<file path="src/rtl/kdb_pkg.sv">
// ----------------------------------------------------------------------------
// kdb_pkg
// Shared types, constants and helpers for the key debounce and event FIFO block.
// ----------------------------------------------------------------------------
package kdb_pkg;

    // Key and code geometry.
    localparam int NUM_KEYS = 3;
    localparam int KEY_W    = 2;
    localparam int CNT_W    = 4;
    localparam int TICK_W   = 16;
    localparam int CODE_W   = 4;
    localparam int CFG_IDX_W = 3;

    // Debounce filter length in scan ticks.
    localparam int FILTER_TICKS = 5;
    localparam logic [CNT_W-1:0] FILTER_CNT = CNT_W'(FILTER_TICKS);
    localparam logic [CNT_W-1:0] HOLD_CNT   = CNT_W'(2 * FILTER_TICKS);
    localparam logic [CNT_W-1:0] START_CNT  = CNT_W'(FILTER_TICKS / 2);

    // Highest key index.
    localparam logic [KEY_W-1:0] KEY_LAST = KEY_W'(NUM_KEYS - 1);

    // Event kinds; the pushed code is three times the key index plus the kind.
    localparam logic [1:0] EV_PRESS   = 2'd1;
    localparam logic [1:0] EV_RELEASE = 2'd2;
    localparam logic [1:0] EV_LONG    = 2'd3;

    // Item kinds on the input channel.
    localparam logic FUNC_TICK = 1'b0;
    localparam logic FUNC_READ = 1'b1;

    // Configuration register indexes.
    localparam logic [CFG_IDX_W-1:0] CFG_LONG_KEY0   = 3'd0;
    localparam logic [CFG_IDX_W-1:0] CFG_LONG_KEY1   = 3'd1;
    localparam logic [CFG_IDX_W-1:0] CFG_LONG_KEY2   = 3'd2;
    localparam logic [CFG_IDX_W-1:0] CFG_REPEAT_KEY0 = 3'd3;
    localparam logic [CFG_IDX_W-1:0] CFG_REPEAT_KEY1 = 3'd4;
    localparam logic [CFG_IDX_W-1:0] CFG_REPEAT_KEY2 = 3'd5;

    // Register values after reset.
    localparam logic [TICK_W-1:0] LONG_RESET   [NUM_KEYS] = '{16'd0, 16'd100, 16'd0};
    localparam logic [TICK_W-1:0] REPEAT_RESET [NUM_KEYS] = '{16'd500, 16'd0, 16'd0};

    // Per-key debounce state held in the key memory.
    typedef struct packed {
        logic [CNT_W-1:0]  cnt;
        logic              pressed;
        logic [TICK_W-1:0] long_cnt;
        logic [TICK_W-1:0] rep_cnt;
    } t_key_state;

    localparam t_key_state KEY_STATE_RESET = '{
        cnt: START_CNT, pressed: 1'b0, long_cnt: '0, rep_cnt: '0};

    // Up to two codes produced by one key in one scan tick, in push order.
    typedef struct packed {
        logic              a_vld;
        logic [CODE_W-1:0] code_a;
        logic              b_vld;
        logic [CODE_W-1:0] code_b;
    } t_key_ev;

    // Request from the sequencer to the code FIFO.
    typedef struct packed {
        logic              push;
        logic [CODE_W-1:0] code;
        logic              pop;
    } t_fifo_req;

    // Event code for a key and an event kind.
    function automatic logic [CODE_W-1:0] ev_code(input logic [KEY_W-1:0] key,
                                                   input logic [1:0] kind);
        ev_code = CODE_W'({key, 1'b0}) + {2'b00, key} + {2'b00, kind};
    endfunction

endpackage

</file>
<file path="src/rtl/kdb_key_step.sv">
// ----------------------------------------------------------------------------
// kdb_key_step
// Next-state logic of one key's debounce, long-press and repeat machine.
// ----------------------------------------------------------------------------
module kdb_key_step (
    input  kdb_pkg::t_key_state          i_state,
    input  logic                         i_down,
    input  logic [kdb_pkg::KEY_W-1:0]    i_key,
    input  logic [kdb_pkg::TICK_W-1:0]   i_long_ticks,
    input  logic [kdb_pkg::TICK_W-1:0]   i_rep_ticks,
    output kdb_pkg::t_key_state          o_state,
    output kdb_pkg::t_key_ev             o_ev
);
    import kdb_pkg::*;

    logic              press_push;
    logic              other_push;
    logic [CODE_W-1:0] other_code;
    logic [TICK_W-1:0] long_inc;
    logic [TICK_W-1:0] rep_inc;

    assign long_inc = i_state.long_cnt + TICK_W'(1);
    assign rep_inc  = i_state.rep_cnt + TICK_W'(1);

    // Debounce counter, press and release detection, long and repeat counts.
    always_comb begin
        o_state    = i_state;
        press_push = 1'b0;
        other_push = 1'b0;
        other_code = ev_code(i_key, EV_PRESS);
        if (i_down) begin
            if (i_state.cnt < FILTER_CNT) begin
                o_state.cnt = FILTER_CNT;
            end else if (i_state.cnt < HOLD_CNT) begin
                o_state.cnt = i_state.cnt + CNT_W'(1);
            end else begin
                if (!i_state.pressed) begin
                    o_state.pressed = 1'b1;
                    press_push      = 1'b1;
                end
                if (i_long_ticks != '0) begin
                    if (i_state.long_cnt < i_long_ticks) begin
                        o_state.long_cnt = long_inc;
                        if (long_inc == i_long_ticks) begin
                            other_push = 1'b1;
                            other_code = ev_code(i_key, EV_LONG);
                        end
                    end
                end else if (i_rep_ticks != '0) begin
                    o_state.rep_cnt = rep_inc;
                    if (rep_inc >= i_rep_ticks) begin
                        o_state.rep_cnt = '0;
                        other_push      = 1'b1;
                    end
                end
            end
        end else begin
            if (i_state.cnt >= FILTER_CNT) begin
                o_state.cnt = FILTER_CNT;
            end else if (i_state.cnt != '0) begin
                o_state.cnt = i_state.cnt - CNT_W'(1);
            end else if (i_state.pressed) begin
                o_state.pressed = 1'b0;
                other_push      = 1'b1;
                other_code      = ev_code(i_key, EV_RELEASE);
            end
            o_state.long_cnt = '0;
        end
    end

    // Order the codes: the press always goes first.
    always_comb begin
        o_ev = '0;
        if (press_push) begin
            o_ev.a_vld  = 1'b1;
            o_ev.code_a = ev_code(i_key, EV_PRESS);
            o_ev.b_vld  = other_push;
            o_ev.code_b = other_code;
        end else begin
            o_ev.a_vld  = other_push;
            o_ev.code_a = other_code;
        end
    end

endmodule

</file>
<file path="src/rtl/kdb_code_fifo.sv">
// ----------------------------------------------------------------------------
// kdb_code_fifo
// Circular event code store with registered read; pushes always win.
// ----------------------------------------------------------------------------
module kdb_code_fifo #(
    parameter int DEPTH = 16
) (
    input  logic                        i_clk,
    input  logic                        i_rst_n,
    input  kdb_pkg::t_fifo_req          i_req,
    output logic                        o_empty,
    output logic [kdb_pkg::CODE_W-1:0]  o_rd_code
);
    import kdb_pkg::*;

    localparam int PTR_W = (DEPTH > 1) ? $clog2(DEPTH) : 1;
    localparam logic [PTR_W-1:0] PTR_LAST = PTR_W'(DEPTH - 1);

    logic [CODE_W-1:0] r_mem [DEPTH];
    logic [CODE_W-1:0] r_rd_code;
    logic [PTR_W-1:0]  r_wr_ptr;
    logic [PTR_W-1:0]  r_rd_ptr;
    logic [PTR_W-1:0]  n_wr_ptr;
    logic [PTR_W-1:0]  n_rd_ptr;

    // Pointer advance with wrap at the store depth.
    always_comb begin
        n_wr_ptr = (r_wr_ptr == PTR_LAST) ? '0 : r_wr_ptr + PTR_W'(1);
        n_rd_ptr = (r_rd_ptr == PTR_LAST) ? '0 : r_rd_ptr + PTR_W'(1);
    end

    // Pointers.
    always_ff @(posedge i_clk) begin
        if (!i_rst_n) begin
            r_wr_ptr <= '0;
            r_rd_ptr <= '0;
        end else begin
            if (i_req.push) begin
                r_wr_ptr <= n_wr_ptr;
            end
            if (i_req.pop) begin
                r_rd_ptr <= n_rd_ptr;
            end
        end
    end

    // Code store: one write port, one registered read port.
    always_ff @(posedge i_clk) begin
        if (i_req.push) begin
            r_mem[r_wr_ptr] <= i_req.code;
        end
        if (i_req.pop) begin
            r_rd_code <= r_mem[r_rd_ptr];
        end
    end

    assign o_empty   = (r_rd_ptr == r_wr_ptr);
    assign o_rd_code = r_rd_code;

    // Both pointers stay inside the store.
    a_ptr_range: assert property (@(posedge i_clk) disable iff (!i_rst_n)
        (r_wr_ptr <= PTR_LAST) && (r_rd_ptr <= PTR_LAST))
        else $error("FIFO pointer beyond store depth");

    // Only real event codes are ever pushed.
    a_push_code: assert property (@(posedge i_clk) disable iff (!i_rst_n)
        i_req.push |-> (i_req.code != '0))
        else $error("empty code pushed into FIFO");

endmodule

</file>
<file path="src/rtl/key_debounce_event_fifo.sv">
// ----------------------------------------------------------------------------
// key_debounce_event_fifo
// Three-key debouncer with long-press and auto-repeat codes and an event FIFO.
// ----------------------------------------------------------------------------
// A scan tick (func 0) runs key 0, key 1 and key 2 in turn: each key reads its
// state from the key memory in S_KREAD, then updates it and pushes a code in
// S_KCALC, and passes through S_PUSH2 when it pushes a second code; a tick
// gives no result. A read (func 1) pops one code, or gives 0 when the FIFO is
// empty, through the registered store read, and the block is ready again once
// that result has entered the output register. Scan ticks are taken while an
// earlier result still waits at the output. Pushes are never refused: when the
// write pointer reaches the read pointer the FIFO reads empty.
// No clearing pass is needed after reset.
// ----------------------------------------------------------------------------
module key_debounce_event_fifo #(
    parameter int FIFO_DEPTH = 16
) (
    input  logic                           i_clk,
    input  logic                           i_rst_n,
    // Input channel
    input  logic                           i_in_valid,
    output logic                           o_in_stall,
    input  logic                           i_func,
    input  logic [2:0]                     i_keys_down,
    // Output channel
    output logic                           o_out_valid,
    input  logic                           i_out_stall,
    output logic [kdb_pkg::CODE_W-1:0]     o_key_code,
    // Configuration write port
    input  logic                           i_cfg_wr_en,
    input  logic [kdb_pkg::CFG_IDX_W-1:0]  i_cfg_index,
    input  logic [kdb_pkg::TICK_W-1:0]     i_cfg_data
);
    import kdb_pkg::*;

    typedef enum logic [4:0] {
        S_IDLE  = 5'b00001,
        S_KREAD = 5'b00010,
        S_KCALC = 5'b00100,
        S_PUSH2 = 5'b01000,
        S_OUT   = 5'b10000
    } t_state;

    t_state            r_state;
    t_state            n_state;
    logic [KEY_W-1:0]  r_key;
    logic [KEY_W-1:0]  n_key;
    logic [2:0]        r_keys;
    logic              r_pop_empty;
    logic [CODE_W-1:0] r_code_b;

    logic [TICK_W-1:0] r_long_ticks [NUM_KEYS];
    logic [TICK_W-1:0] r_rep_ticks  [NUM_KEYS];

    t_key_state        r_kmem [NUM_KEYS];
    logic [NUM_KEYS-1:0] r_kvld;
    t_key_state        r_kq;
    logic              r_kq_vld;
    t_key_state        key_cur;
    t_key_state        key_nxt;
    t_key_ev           key_ev;

    t_fifo_req         fifo_req;
    logic              fifo_empty;
    logic [CODE_W-1:0] fifo_code;

    logic              in_accept;
    logic              out_load;
    logic              r_out_valid;
    logic [CODE_W-1:0] r_key_code;

    assign in_accept = i_in_valid && (r_state == S_IDLE);
    assign o_in_stall = (r_state != S_IDLE);

    // Configuration registers.
    always_ff @(posedge i_clk) begin
        if (!i_rst_n) begin
            for (int k = 0; k < NUM_KEYS; k++) begin
                r_long_ticks[k] <= LONG_RESET[k];
                r_rep_ticks[k]  <= REPEAT_RESET[k];
            end
        end else if (i_cfg_wr_en) begin
            case (i_cfg_index)
                CFG_LONG_KEY0:   r_long_ticks[0] <= i_cfg_data;
                CFG_LONG_KEY1:   r_long_ticks[1] <= i_cfg_data;
                CFG_LONG_KEY2:   r_long_ticks[2] <= i_cfg_data;
                CFG_REPEAT_KEY0: r_rep_ticks[0]  <= i_cfg_data;
                CFG_REPEAT_KEY1: r_rep_ticks[1]  <= i_cfg_data;
                CFG_REPEAT_KEY2: r_rep_ticks[2]  <= i_cfg_data;
                default: ;
            endcase
        end
    end

    // Sequencer next state: walk the keys for a tick, or pop for a read.
    always_comb begin
        n_state = r_state;
        n_key   = r_key;
        case (r_state)
            S_IDLE: begin
                if (in_accept) begin
                    n_key   = '0;
                    n_state = (i_func == FUNC_READ) ? S_OUT : S_KREAD;
                end
            end
            S_KREAD: begin
                n_state = S_KCALC;
            end
            S_KCALC: begin
                if (key_ev.b_vld) begin
                    n_state = S_PUSH2;
                end else if (r_key == KEY_LAST) begin
                    n_state = S_IDLE;
                end else begin
                    n_state = S_KREAD;
                    n_key   = r_key + KEY_W'(1);
                end
            end
            S_PUSH2: begin
                if (r_key == KEY_LAST) begin
                    n_state = S_IDLE;
                end else begin
                    n_state = S_KREAD;
                    n_key   = r_key + KEY_W'(1);
                end
            end
            S_OUT: begin
                if (out_load) begin
                    n_state = S_IDLE;
                end
            end
            default: begin
                n_state = S_IDLE;
            end
        endcase
    end

    // Sequencer registers.
    always_ff @(posedge i_clk) begin
        if (!i_rst_n) begin
            r_state <= S_IDLE;
            r_key   <= '0;
        end else begin
            r_state <= n_state;
            r_key   <= n_key;
        end
    end

    // Transaction payload captured on acceptance, and the deferred second code.
    always_ff @(posedge i_clk) begin
        if (in_accept) begin
            r_keys      <= i_keys_down;
            r_pop_empty <= fifo_empty;
        end
        if (r_state == S_KCALC) begin
            r_code_b <= key_ev.code_b;
        end
    end

    // Key state memory: registered read, write-back after the update.
    always_ff @(posedge i_clk) begin
        if (r_state == S_KREAD) begin
            r_kq <= r_kmem[r_key];
        end
        if (r_state == S_KCALC) begin
            r_kmem[r_key] <= key_nxt;
        end
    end

    // Entry valid bits: an entry not yet written reads as its reset state.
    always_ff @(posedge i_clk) begin
        if (!i_rst_n) begin
            r_kvld   <= '0;
            r_kq_vld <= 1'b0;
        end else begin
            if (r_state == S_KREAD) begin
                r_kq_vld <= r_kvld[r_key];
            end
            if (r_state == S_KCALC) begin
                r_kvld[r_key] <= 1'b1;
            end
        end
    end

    assign key_cur = r_kq_vld ? r_kq : KEY_STATE_RESET;

    kdb_key_step u_key_step (
        .i_state      (key_cur),
        .i_down       (r_keys[r_key]),
        .i_key        (r_key),
        .i_long_ticks (r_long_ticks[r_key]),
        .i_rep_ticks  (r_rep_ticks[r_key]),
        .o_state      (key_nxt),
        .o_ev         (key_ev)
    );

    // FIFO requests: first code in the update cycle, second code after it.
    always_comb begin
        fifo_req      = '0;
        fifo_req.push = ((r_state == S_KCALC) && key_ev.a_vld) || (r_state == S_PUSH2);
        fifo_req.code = (r_state == S_PUSH2) ? r_code_b : key_ev.code_a;
        fifo_req.pop  = in_accept && (i_func == FUNC_READ) && !fifo_empty;
    end

    kdb_code_fifo #(
        .DEPTH (FIFO_DEPTH)
    ) u_code_fifo (
        .i_clk     (i_clk),
        .i_rst_n   (i_rst_n),
        .i_req     (fifo_req),
        .o_empty   (fifo_empty),
        .o_rd_code (fifo_code)
    );

    // Output register: loaded when free or being taken in the same cycle.
    assign out_load = (r_state == S_OUT) && (!r_out_valid || !i_out_stall);

    always_ff @(posedge i_clk) begin
        if (!i_rst_n) begin
            r_out_valid <= 1'b0;
        end else if (out_load) begin
            r_out_valid <= 1'b1;
        end else if (!i_out_stall) begin
            r_out_valid <= 1'b0;
        end
    end

    always_ff @(posedge i_clk) begin
        if (out_load) begin
            r_key_code <= r_pop_empty ? '0 : fifo_code;
        end
    end

    assign o_out_valid = r_out_valid;
    assign o_key_code  = r_key_code;

    // Codes are pushed only while the key walk is in progress.
    a_push_state: assert property (@(posedge i_clk) disable iff (!i_rst_n)
        fifo_req.push |-> ((r_state == S_KCALC) || (r_state == S_PUSH2)))
        else $error("FIFO push outside key walk");

    // The key index never reaches past the last key.
    a_key_range: assert property (@(posedge i_clk) disable iff (!i_rst_n)
        (r_state != S_IDLE) |-> (r_key <= KEY_LAST))
        else $error("key index out of range");

    // A new result follows only from the read path.
    a_out_source: assert property (@(posedge i_clk) disable iff (!i_rst_n)
        out_load |-> $past(in_accept && (i_func == FUNC_READ)) || (r_state == S_OUT))
        else $error("result loaded without a read transaction");

endmodule
</file>
<file path="config.mk">
export PLATFORM = sky130hd
export DESIGN_NAME = key_debounce_event_fifo
export DESIGN_NICKNAME = d
export VERILOG_FILES = /design/src/rtl/kdb_pkg.sv /design/src/rtl/kdb_key_step.sv /design/src/rtl/kdb_code_fifo.sv /design/src/rtl/key_debounce_event_fifo.sv
export SDC_FILE = /design/constraint.sdc
export NUM_CORES = 1
export LEC_CHECK = 0
export ABC_AREA = 1
export ABC_CLOCK_PERIOD_IN_PS = 9100
export BUFFER_PORTS_ARGS = -buffer_cell sky130_fd_sc_hd__buf_4
export CELL_PAD_IN_SITES_DETAIL_PLACEMENT = 1
export CELL_PAD_IN_SITES_GLOBAL_PLACEMENT = 1
export CORE_UTILIZATION = 40
export DETAILED_ROUTE_END_ITERATION = 16
export PLACE_DENSITY_LB_ADDON = 0.1
export SLEW_MARGIN = 10
export SYNTH_ARGS = -nofsm -noshare
export SYNTH_HDL_FRONTEND = slang
export SYNTH_HIERARCHICAL = 1
export SYNTH_SLANG_ARGS = --single-unit
</file>
<file path="constraint.sdc">
create_clock -name i_clk -period 9.1 [get_ports i_clk]
set_input_delay 1.365 -clock i_clk [delete_from_list [all_inputs] [get_ports i_clk]]
set_output_delay 1.365 -clock i_clk [all_outputs]
set_load 0.03 [all_outputs]
</file>
==> impl.org <==
** CTS
- Bufs on Longest Clock Path :: 3
- In this run the number of H-tree levels came out at 2.
- Total of cells resized after clock tree synthesis :: 0
- The clock drives about 350 sinks.
- CTS clk-pin slew, worst paths :: 0.06 ns
- Clock latency reported for the late side of the worst-skew pair :: roughly 0.55 ns
- Buffers inserted to repair hold after CTS numbered 0.
- Count of buffers added by post-CTS timing repair for setup :: 0
- Number of CTS-inserted buffers :: 40
- CTS tree :: yes
- In this run the clock root is driven by a sky130_fd_sc_hd__clkbuf_16.

** Timing
- Worst-Margin Slew :: approximately 0.94 ns
- Setup violators final :: 0
- The number of hold violations in the final report is 0.
- The worst path needs just over 5 ns of the cycle, external delays included.
- Headroom to the max-slew limit came out at 0.3745.
- Total Negative Setup Slacks :: 0 ns
- Unrepaired setup endpoints after global routing :: false
- Across all setup checks in the final design, the least slack found is 4.002 ns.
- Max Clock Freq :: 0.1962 GHz
- Final Max Tran Viols :: 0
- Dividing the final minimum period by the clock period gives 0.5602.
- Post-Route Skew :: about 0.018 ns

** Placed design
- Buffers placed on the I/O ports in this run total 33.
- OpenSTA, run right after detailed placement, puts the worst setup slack at 4.022 ns.
- At the end of routability-driven placement, the weighted congestion stood at 0.8395.
- Total half-perimeter wirelength after legalization and detailed placement :: between 30000 and 40000 um

** Power
- Power density of the placed cells :: 207.4 mW/mm^2
- For this design the static power due to leakage is between 7 and 8 nW.
- Of the total power, the clock network draws 0.383.
- Internal power contribution :: 2.857 mW
- Highest ir drop seen on vdd :: 0.1378 mV
- Switching Share :: 0.2696
- Tot Pwr :: 3.912 mW
- In this run the power spent charging and discharging nets is between 1 and 1.5 mW.
- Of the total power, registers draw 0.468.
- Combinational cell fraction of total power :: 0.149

** Cells and area
- Fill cell total of the finished layout :: 4654
- In the final layout, the multi-input gates occupy between 0.005 and 0.006 mm^2.
- The library cell used most frequently in the layout, excluding fill and tap cells, is sky130_fd_sc_hd__nand2_1.
- Proportion of layout cells with a drive suffix above 1 :: 0.08274
- The number of antenna diodes in the final layout is 0.
- Most used cells in the layout excluding fill and tap cells :: sky130_fd_sc_hd__nand2_1 (377), sky130_fd_sc_hd__edfxtp_1 (324), sky130_fd_sc_hd__inv_1 (241), sky130_fd_sc_hd__a21oi_1 (196), sky130_fd_sc_hd__nor2_1 (187)
- Total number of nets in the final design :: ~1900
- Register cell area after layout :: 0.01017 mm^2
- Area growth syn-to-layout :: 11.75%

** Drt
- Top routing layer in use :: met4
- After detailed routing, the number of vias per cell comes to around 5.2.
- Number of violations reported at the end of detailed-routing iteration 0 :: between 700 and 800
- Summed over all layers, the routed wires come to 46330 um.
- Once detail routing completed, the nets flagged for antenna violations numbered 0.
- Across all layers, the routed design uses between 10000 and 15000 vias.
- After detailed routing, the met3 layer carries approximately 1800 um of wire.
- Dividing the detail-routed wire length by the instance count gives approximately 20 um.
- Before antenna repair, the detailed router went through 5 iterations.
- The detailed router put a total of 20150 um of wire on met1.
- In the detailed route, the total length drawn on met2 is between 20000 and 25000 um.
- For this run, design rule violations remaining after detail routing come to 0.

** Die
- Initial Utilization :: 0.4095
- Pin placement for this block handled 34 I/O pins.
- The die covers roughly 0.043 mm^2.
- Y dimension of the die :: 207.4 um
- After floorplanning, the core was sized to cover between 0.04 and 0.05 mm^2.
- Die span in x :: ~210 um
- The floorplan has 74 rows.

** Global routing
- Total congestion overflow after global routing :: 0
- The initial antenna violation count was 1.
- Vias in the first global route :: ~13000
- Pin count of the biggest net entering global routing :: 47
- Global router's overall resource usage :: 0.2190
- The first global-routing pass estimated 72370 um of wire.

** Logic synthesis
- Synthesis inferred 346 register bits.
- For this run, the number of Yosys warnings is 6.
- In this run, synthesis inferred around 320 flip-flops with an integrated enable.
- Sequential-to-total area share from yosys stat :: 0.6027
- The number of nets handed over by synthesis was ~1800.
- Counting flops with an async set or reset pin after synthesis yields a share of 0.
- Post-synth cell types :: between 40 and 50
- Cell area after synthesis :: between 0.015 and 0.02 mm^2
- Mean instance size in the synthesized netlist :: between 9 and 10 um^2
- Mapped Cells :: between 1500 and 2000
- Among all flip-flop cells after synthesis, the most frequent one is sky130_fd_sc_hd__edfxtp_1.

** Run
- The tool flagged a number of max-cap violations equal to 0.

** Critical path
- The most critical setup path has its startpoint at r_kq_vld.
- Following the worst setup path forward leads to its endpoint at u_code_fifo/r_mem[15][2].
- For the worst setup path, the data required time is approximately 9.4 ns.
- Data arrives at the worst endpoint at around 5.4 ns.
- Type of the worst setup path :: flop to flop
- The worst setup path is captured at a flop.
- Crit start category :: flop
- For the worst flop-to-flop path, the logic depth is 26.
- Flop2flop setup slack :: 4.00 ns
- The worst register-to-register path begins at r_kq_vld.
- In this run the worst path has a maximum fanout of 28.
- Destination of the worst register-to-register timing path :: u_code_fifo/r_mem[15][2]

** Outcome
- The flow ran to the end, and the final reports show no timing, DRC or antenna violations.

** Worst hold path
- The min-delay analysis places its worst path in the category flop to flop.
synthesized netlist by cell type (5+ instances only):
master                     number  area share
sky130_fd_sc_hd__nor3_1        10      0.0030
sky130_fd_sc_hd__inv_2          6      0.0013
sky130_fd_sc_hd__buf_2          8      0.0024
sky130_fd_sc_hd__nand2_2        6      0.0022
sky130_fd_sc_hd__clkbuf_1      32      0.0071
sky130_fd_sc_hd__ha_1          51       0.038
sky130_fd_sc_hd__inv_1        243       0.054
sky130_fd_sc_hd__nand2_1      377       0.084
sky130_fd_sc_hd__buf_4          6      0.0027
sky130_fd_sc_hd__nand3_1      116       0.034
sky130_fd_sc_hd__xor2_1        20       0.010
sky130_fd_sc_hd__o21ai_0       42       0.012
sky130_fd_sc_hd__buf_6          8      0.0053
sky130_fd_sc_hd__nand3_2        5      0.0030
sky130_fd_sc_hd__nor2_1       188       0.042
sky130_fd_sc_hd__a21oi_1      196       0.058
sky130_fd_sc_hd__nor2_2         9      0.0033
sky130_fd_sc_hd__edfxtp_1     324        0.58
sky130_fd_sc_hd__dfxtp_1       22       0.026
sky130_fd_sc_hd__nand4_1       29       0.011
flip-flops by register name (all words and copies together), names as in the netlist, named ones only:
name,count
r_keys,3
r_kvld,3
o_out_valid,1
r_rep_ticks,48
r_kmem,111
u_code_fifo/o_rd_code,4
r_code_b,4
r_state,5
r_kq_vld,1
o_key_code,4
u_code_fifo/r_rd_ptr,4
u_code_fifo/r_wr_ptr,4
r_long_ticks,48
r_key,2
r_pop_empty,1
r_kq,37
u_code_fifo/r_mem,64
cells by family (layout without fill, tap and decap cells):
logic type | Yosys count | count (layout) | share of synthesized area
and+or+nand+nor | 754 | 754 | 0.1896
DFF | 346 | 346 | 0.6027
buffers and inverters | 308 | 375 | 0.07430
AOI/OAI and AO/OA | 261 | 261 | 0.08061
adders and majority gates | 51 | 51 | 0.03782
xor gates and xnor gates | 22 | 22 | 0.01224
muxes | 4 | 4 | 0.002669
area by class of cell:
cell class	count	share of cell area
well taps	532	0.03530
clock inverters	16	0.005574
multi-input cells	1092	0.2899
repair buffers	51	0.02031
flip-flops and latches	346	0.5395
inverters	253	0.05063
clock buffers	55	0.05879
critical path, stage by stage (launching register included):
cell and delay, ns:
sky130_fd_sc_hd__dfxtp_1 0.57, sky130_fd_sc_hd__buf_4 0.40, sky130_fd_sc_hd__nand2_1 0.09, sky130_fd_sc_hd__inv_1 0.15
sky130_fd_sc_hd__nand3_1 0.15, sky130_fd_sc_hd__nor3_2 0.19, sky130_fd_sc_hd__nand3_1 0.16, sky130_fd_sc_hd__nor3_2 0.20
sky130_fd_sc_hd__nand3_1 0.16, sky130_fd_sc_hd__nor3_2 0.19, sky130_fd_sc_hd__nand3_1 0.12, sky130_fd_sc_hd__xor2_1 0.19
sky130_fd_sc_hd__inv_1 0.07, sky130_fd_sc_hd__ha_1 0.31, sky130_fd_sc_hd__a21oi_1 0.15, sky130_fd_sc_hd__o21ai_0 0.11
sky130_fd_sc_hd__a21oi_1 0.12, sky130_fd_sc_hd__a21boi_0 0.19, sky130_fd_sc_hd__nand2_1 0.19, sky130_fd_sc_hd__a21oi_1 0.23
sky130_fd_sc_hd__nand3_1 0.09, sky130_fd_sc_hd__nand2_1 0.07, sky130_fd_sc_hd__nand2_1 0.19, sky130_fd_sc_hd__nand2_1 0.25
sky130_fd_sc_hd__inv_1 0.10, sky130_fd_sc_hd__nand2_1 0.10, sky130_fd_sc_hd__inv_1 0.10
worst min-delay path by stage:
| stage | from | endpoint | depth (start not counted) |
|---|---|---|---|
| global placement | r_kvld[1] | r_kvld[1] | 1 |
| floorplan | r_kvld[1] | r_kvld[1] | 1 |
| global route | r_kvld[0] | r_kvld[0] | 2 |
| CTS | r_kvld[0] | r_kvld[0] | 2 |
| detailed placement | r_kvld[0] | r_kvld[0] | 2 |
| finish | r_kvld[0] | r_kvld[0] | 2 |
power by group through the flow:
| stage | logic (mW) | registers, mW | clock network (mW) |
|---|---|---|---|
| after global routing | 0.653 | 1.84 | 1.60 |
| after global placement | 0.580 | 1.86 | 0 |
| after CTS | 0.593 | 1.83 | 1.53 |
| final | 0.581 | 1.83 | 1.50 |
| after detailed placement | 0.590 | 1.86 | 0 |
| after floorplan | 0.383 | 1.86 | 0 |
metrics by stage:
stage	hold slack (ns)	utilization	cell area [um^2]	std cells
after floorplan	0.4355	-	16870	1746
after global placement	0.4425	0.4280	17640	2274
after detailed placement	0.4590	0.4280	17640	2274
after CTS	0.4676	0.4575	18850	2345
after global routing	0.4918	0.4576	18860	2345
final	0.4638	0.4576	18860	2345
routing by layer:
layer  vias to the layer above  track usage
met4                         0      0.06639
met2                       186       0.3865
met1                      6121       0.2718
met3                        67      0.03994
met5                         -            0
li1                       5922            -
(Power assumes the default switching activity.)
